File: src/rtl/core/skil_pkg.sv
`timescale 1ns / 1ps

package skil_pkg;

  // table geometry
  localparam int TABLE_DEPTH = 4096;
  localparam int IDX_W       = $clog2(TABLE_DEPTH);
  // window bounds must also hold the depth itself
  localparam int SPAN_W      = $clog2(TABLE_DEPTH + 1);

  // fixed field widths
  localparam int ENTRY_IDX_W = 12;
  localparam int CFG_W       = 13;
  localparam int KEY_W       = 64;
  localparam int LOC_W       = 64;

  // operation codes
  localparam logic OP_WRITE  = 1'b0;
  localparam logic OP_LOOKUP = 1'b1;

  typedef struct packed {
    logic                   operation;
    logic [ENTRY_IDX_W-1:0] entry_index;
    logic [63:0]            key_hash;
    logic [31:0]            list_offset;
    logic [31:0]            list_length;
  } in_item_t;

  typedef struct packed {
    logic        found;
    logic [31:0] hit_offset;
    logic [29:0] row_count;
  } out_item_t;

  // controller to datapath
  typedef struct packed {
    logic accept;    // take the input beat
    logic wr_en;     // write entry to the tables
    logic init;      // open search window
    logic probe;     // read the middle entry
    logic step;      // narrow the window after a compare
    logic load_out;  // move the result into the output register
    logic hit;       // result carries the probed entry
  } skil_cmd_t;

  // datapath to controller
  typedef struct packed {
    logic is_lookup;
    logic count_zero;
    logic window_empty;
    logic key_eq;
    logic key_lt;
    logic mid_zero;
    logic out_free;
  } skil_sts_t;

endpackage

File: src/rtl/core/skil_ctrl.sv
`timescale 1ns / 1ps

module skil_ctrl (
  input  logic                clk,
  input  logic                rst_n,
  input  logic                in_valid,
  output logic                in_stall,
  input  skil_pkg::skil_sts_t sts,
  output skil_pkg::skil_cmd_t cmd
);

  import skil_pkg::*;

  typedef enum logic [1:0] {
    S_IDLE,
    S_PROBE,
    S_CMP,
    S_DONE
  } state_t;

  state_t state_r;
  state_t state_nxt;
  logic   hit_r;
  logic   hit_nxt;

  // next state and commands
  always_comb begin
    state_nxt = state_r;
    hit_nxt   = hit_r;
    cmd       = '0;
    cmd.hit   = hit_r;
    case (state_r)
      S_IDLE: begin
        if (in_valid) begin
          cmd.accept = 1'b1;
          hit_nxt    = 1'b0;
          if (!sts.is_lookup) begin
            cmd.wr_en = 1'b1;
            state_nxt = S_DONE;
          end else if (sts.count_zero) begin
            state_nxt = S_DONE;
          end else begin
            cmd.init  = 1'b1;
            state_nxt = S_PROBE;
          end
        end
      end
      S_PROBE: begin
        if (sts.window_empty) begin
          hit_nxt   = 1'b0;
          state_nxt = S_DONE;
        end else begin
          cmd.probe = 1'b1;
          state_nxt = S_CMP;
        end
      end
      S_CMP: begin
        if (sts.key_eq) begin
          hit_nxt   = 1'b1;
          state_nxt = S_DONE;
        end else if (!sts.key_lt && sts.mid_zero) begin
          hit_nxt   = 1'b0;
          state_nxt = S_DONE;
        end else begin
          cmd.step  = 1'b1;
          state_nxt = S_PROBE;
        end
      end
      S_DONE: begin
        if (sts.out_free) begin
          cmd.load_out = 1'b1;
          state_nxt    = S_IDLE;
        end
      end
      default: begin
        state_nxt = S_IDLE;
      end
    endcase
  end

  // state and registered hit flag
  always_ff @(posedge clk) begin
    if (!rst_n) begin
      state_r <= S_IDLE;
      hit_r   <= 1'b0;
    end else begin
      state_r <= state_nxt;
      hit_r   <= hit_nxt;
    end
  end

  assign in_stall = state_r != S_IDLE;

  // every compare follows a probe read
  a_cmp_after_probe: assert property (@(posedge clk) disable iff (!rst_n)
    (state_r == S_CMP) |-> $past(cmd.probe))
    else $error("compare without a probe read");

endmodule

File: config.mk
export PLATFORM = sky130hd
export DESIGN_NAME = skil_ctrl
export DESIGN_NICKNAME = d
export VERILOG_FILES = /design/src/rtl/core/skil_pkg.sv /design/src/rtl/core/skil_ctrl.sv
export SDC_FILE = /design/constraint.sdc
export NUM_CORES = 1
export LEC_CHECK = 0
export CAP_MARGIN = 30
export CORE_AREA = 2 2 39 41
export DETAILED_ROUTE_END_ITERATION = 12
export DIE_AREA = 0 0 41 43
export DONT_BUFFER_PORTS = 1
export PLACE_DENSITY = 0.3
export SYNTH_ARGS = -nofsm -noshare
export SYNTH_HDL_FRONTEND = slang
export SYNTH_SLANG_ARGS = --single-unit
export TNS_END_PERCENT = 5
File: constraint.sdc
create_clock -name clk -period 1.7 [get_ports clk]
set_input_delay 0.085 -clock clk [delete_from_list [all_inputs] [get_ports clk]]
set_output_delay 0.085 -clock clk [all_outputs]
set_load 0.005 [all_outputs]
==> Word level (Yosys, flattened, before mapping) <==
Index checks and enable logic that the tools add are counted.
W data, S select, Z words.
{ "classes": {"n_eq_ne": 7, "n_mux": 25, "n_reduce_logical": 7} }
{ "op_table": {"columns": ["op", "n"], "rows": [
  ["$mux W1", 15],
  ["$mux W2", 6],
  ["$pmux W2 S4", 1],
  ["$mux W3", 2],
  ["$ne A2 B2 Y1 const B", 3],
  ["$eq A2 B2 Y1 const B", 2],
  ["$reduce_and A4 Y1", 1],
  ["$ne A3 B3 Y1 const B", 1],
  ["$pmux W1 S3", 1],
  ["$reduce_bool A3 Y1", 1],
  ["$eq A2 B1 Y1 const B", 1],
  ["$logic_not A2 Y1", 1],
  ["$reduce_and A2 Y1", 1],
  ["$reduce_bool A2 Y1", 1],
  ["$logic_and A1 B1 Y1", 1],
  ["$logic_not A1 Y1", 1]
]} }
{ "totals": {"regBits": 3, "input_bits": 10, "out_inout_bits": 8, "word_cells": 41} }

==> Longest topological paths before layout <==
{ "depth": {"ltp_word": 5, "depth_mapped": 5, "mapped_depth_nobuf": 4} }

==> Worst setup path before layout <==
Ideal clock, no wire load.
{ "synth_timing": {"kind": "flip-flop to flip-flop", "startpoint": "reg state_r[0]", "endpoint": "reg state_r[1]", "setup_time_ns": 0.122, "t_arrival_ns": 0.743, "t_required_ns": 1.578, "path_slack_ns": 0.834, "stages_incl_launch_ff": 5, "n_path_buf": 1, "synth_period_minus_slack_ns": 0.866, "path_cell_list": "dfxtp_1 -> buf_6 -> nand3_1 -> a32oi_1 -> a21boi_1"} }
{ "synth_via": {"elab_chain_len": 3, "elab_cells_between_ends": 8, "classes_between": "5 x eq/ne; 1 x mux; 2 x reduce/logical"} }
{ "synth_rtl": {"columns": ["element", "line", "rtl"], "rows": [
  ["from (decl)", "skil_ctrl.sv:21", "state_t state_r;"],
  ["from (signal assigned)", "skil_ctrl.sv:87", "state_r <= state_nxt;"],
  ["$eq A2 B2 Y1 or $logic_not A2 Y1 (tied branches)", "skil_ctrl.sv:32", "case (state_r)"],
  ["$ne A2 B2 Y1 (no source line)", null, null],
  ["$reduce_and A2 Y1 (no source line)", null, null]
]} }
Parallel ways exist; a longest one is shown, timed or not.
A chain may end at the register's enable or synchronous reset.

==> summary.txt <==
GRT
  • First-pass GRT wire length: 759 um
  • Tot GR Track Use: 0.06914
  • Grt ovf: 0
  • Largest net degree at the start of global routing: 9
  • Vias in the first global route: 200
  • Initial antenna violation count: 0

Logic synthesis
  • Sequential-to-total area share from yosys stat: 0.2526
  • Compound-Gate Fraction of Synth Area: 0.1947
  • Cell Area, Synth: 237.7 um^2
  • Primary FF master, synth: dfxtp_1
  • Async SR Flop Fraction: 0
  • Post-synthesis cell type count: 21
  • Yosys reg bits: 3
  • Syn Area/Cell: 7.429 um^2
  • Post-synth EDFFs: 0
  • XOR/XNOR Fraction of Synth Area: 0
  • Syn Nets: 42
  • Largest family of logic cells by synthesized area: simple AND/OR/NAND/NOR gates
  • Simple-Gate Fraction of Synth Area: 0.3684
  • Synth Warn #: 0
  • Post-synthesis mux area share: 0.04211
  • Adder-Cell Fraction of Synth Area: 0
  • Synth Instances: 32

Status
  • Outcome: completed

Finish
  • Nets: 46
  • Final Core Density: 0.1989
  • Number of diodes: 0
  • FILL cells: 170
  • Most common cell after layout, fill and taps aside: nand2_1
  • Share of cells above drive strength 1: 0.2000
  • Most frequent cells in the layout: nand2_1, nand2b_1, inv_1, clkbuf_4, dfxtp_1
  • Non-Filler Instances: 51
  • Syn-to-layout area delta: 15.79%

Worst setup path
  • Worst path required time: between 1500 and 2000 ps
  • Arrival time of the worst setup path: roughly 1100 ps
  • Crit path max fanout: 6
  • WS Path Type: reg -> out
  • Startpoint types: flip-flop
  • Crit end category: primary output

Timing
  • Final Hold Viols: 0
  • Tmin final: 1183 ps
  • Max-slew violation count: 0
  • Setup-failing EPs final: 0
  • Final hold slack: 16.24 ps
  • Final cycle utilization of the critical path: 0.6956
  • Worst slew pin tran: 326.9 ps
  • Slew headroom: 0.7818
  • Setup tns final: 0 ps
  • Clock Skew: around 1.7 ps
  • RSZ-0062 raised after global routing: no
  • Fmax: between 0.8 and 0.9 GHz

Routing
  • DRT Pass-1 Iters: 3
  • Via density: around 4.4
  • Drc violations: 0
  • Drt total wl: 566 um
  • WL per Instance: roughly 11 um
  • Antenna-violating nets left: 0
  • DRT iter0 DRCs: 3
  • Vias: 222

Power
  • Worst vdd ir: ~0.26 mV
  • PD cells: 953.5 nW/um^2
  • Pleak: between 0.0001 and 0.00015 uW

Die
  • Initial core utilization: 0.1718
  • Core area: roughly 1400 um^2
  • Row count: 14
  • Die span in x: around 41 um
  • DIE AREA: 1763 um^2
  • IO Pins: 18
  • Die height: roughly 43 um

Clock network
  • CTS Sinks: 3
  • Clk root buf: clkbuf_4
  • Worst-path clk slew: 40 ps
  • CTS tree: done
  • Clock latency on the worst-skew pair: 230 ps
  • CTS H-Tree Depth: 1
  • Longest Clk Path Bufs: 2
  • Postcts setup bufs: 0
  • CTS Buf Count: 3

Placement
  • RePlAce Congestion: 0.6358
  • Post-DP HPWL: 463.2 um
  • IO buf count: 0
  • Cells after DPL: 46

Flow run
  • Max cap viols: 0

Hold path
  • HP Class: in -> reg
[critical path, cell delays in order, from the launching register on]
cell	delay, ps
dfxtp_1	430
inv_1	120
nor4_2	330
[sequential cells by signal, indices dropped and copies added, names as in the netlist]
register  flops
hit_r         1
state_r       2
[routing by layer]
metal  vias to the layer above  GRT usage  part of all wire
met5                         -          0                 0
met4                         0    0.04000                 0
met3                         0    0.05236              0.13
met2                        11    0.07813              0.42
met1                        97    0.08946              0.45
li1                        114          -                 -
[cell type report]
cell class / instances / area (um^2) / share of cell area
multi-input combinational: 23 / 143.9 / 0.5227
sequential: 3 / 60.06 / 0.2182
clock buffer: 4 / 26.28 / 0.09545
tap: 16 / 20.02 / 0.07273
inverter: 4 / 15.01 / 0.05455
timing repair buffer: 1 / 10.01 / 0.03636
[cells in the mapped netlist (2+ instances only)]
cell type  count  area share
nand2_1        4       0.063
nor2_1         2       0.032
inv_1          3       0.047
nand2b_1       3       0.079
dfxtp_1        3        0.25
a21oi_1        2       0.042
[kinds of logic (layout without fill, tap and decap cells)]
| kind of cell | after synthesis | count (layout) |
|---|---|---|
| buf+inv | 6 | 9 |
| simple gates | 15 | 15 |
| compound gates | 7 | 7 |
| mux | 1 | 1 |
| flops | 3 | 3 |
[report_power, final]
part	leakage, uW	total (uW)	switching, uW	internal, uW
clock	0.0000150	125	37.2	88.0
combinational	0.0000753	47.2	23.7	23.6
sequential	0.0000249	90.1	12.5	77.5
total	0.000115	262	73.4	189
[stage by stage]
| stage | instance area (um^2) | total power, uW | setup WS [ps] |
|---|---|---|---|
| after floorplan | 237.7 | 135.1 | 834.5 |
| after global placement | 239.0 | 137.4 | 644.9 |
| after detailed placement | 239.0 | 137.8 | 611.8 |
| after CTS | 275.3 | 272.1 | 476.0 |
| after global routing | 275.3 | 287.3 | 446.1 |
| final | 275.3 | 262.5 | 517.5 |
[repair_timing]
action,CTS,global route
hold buffers,1,0
hold endpoints to repair,2,0
resized for setup,0,0
[final timing paths]
| path | cells after the start | slack [ps] | end | from |
|---|---|---|---|---|
| hold / removal | 1 | 20 | state_r[1]$_SDFFE_PN0P_ | rst_n |
| hold reg to reg | 2 | 510 | hit_r$_SDFFE_PN0P_ | hit_r$_SDFFE_PN0P_ |
| setup / recovery | 2 | 520 | cmd[2] | state_r[1]$_SDFFE_PN0P_ |
| setup reg to reg | 3 | 610 | state_r[1]$_SDFFE_PN0P_ | state_r[0]$_SDFFE_PN0P_ |
(Power assumes the default switching activity.)
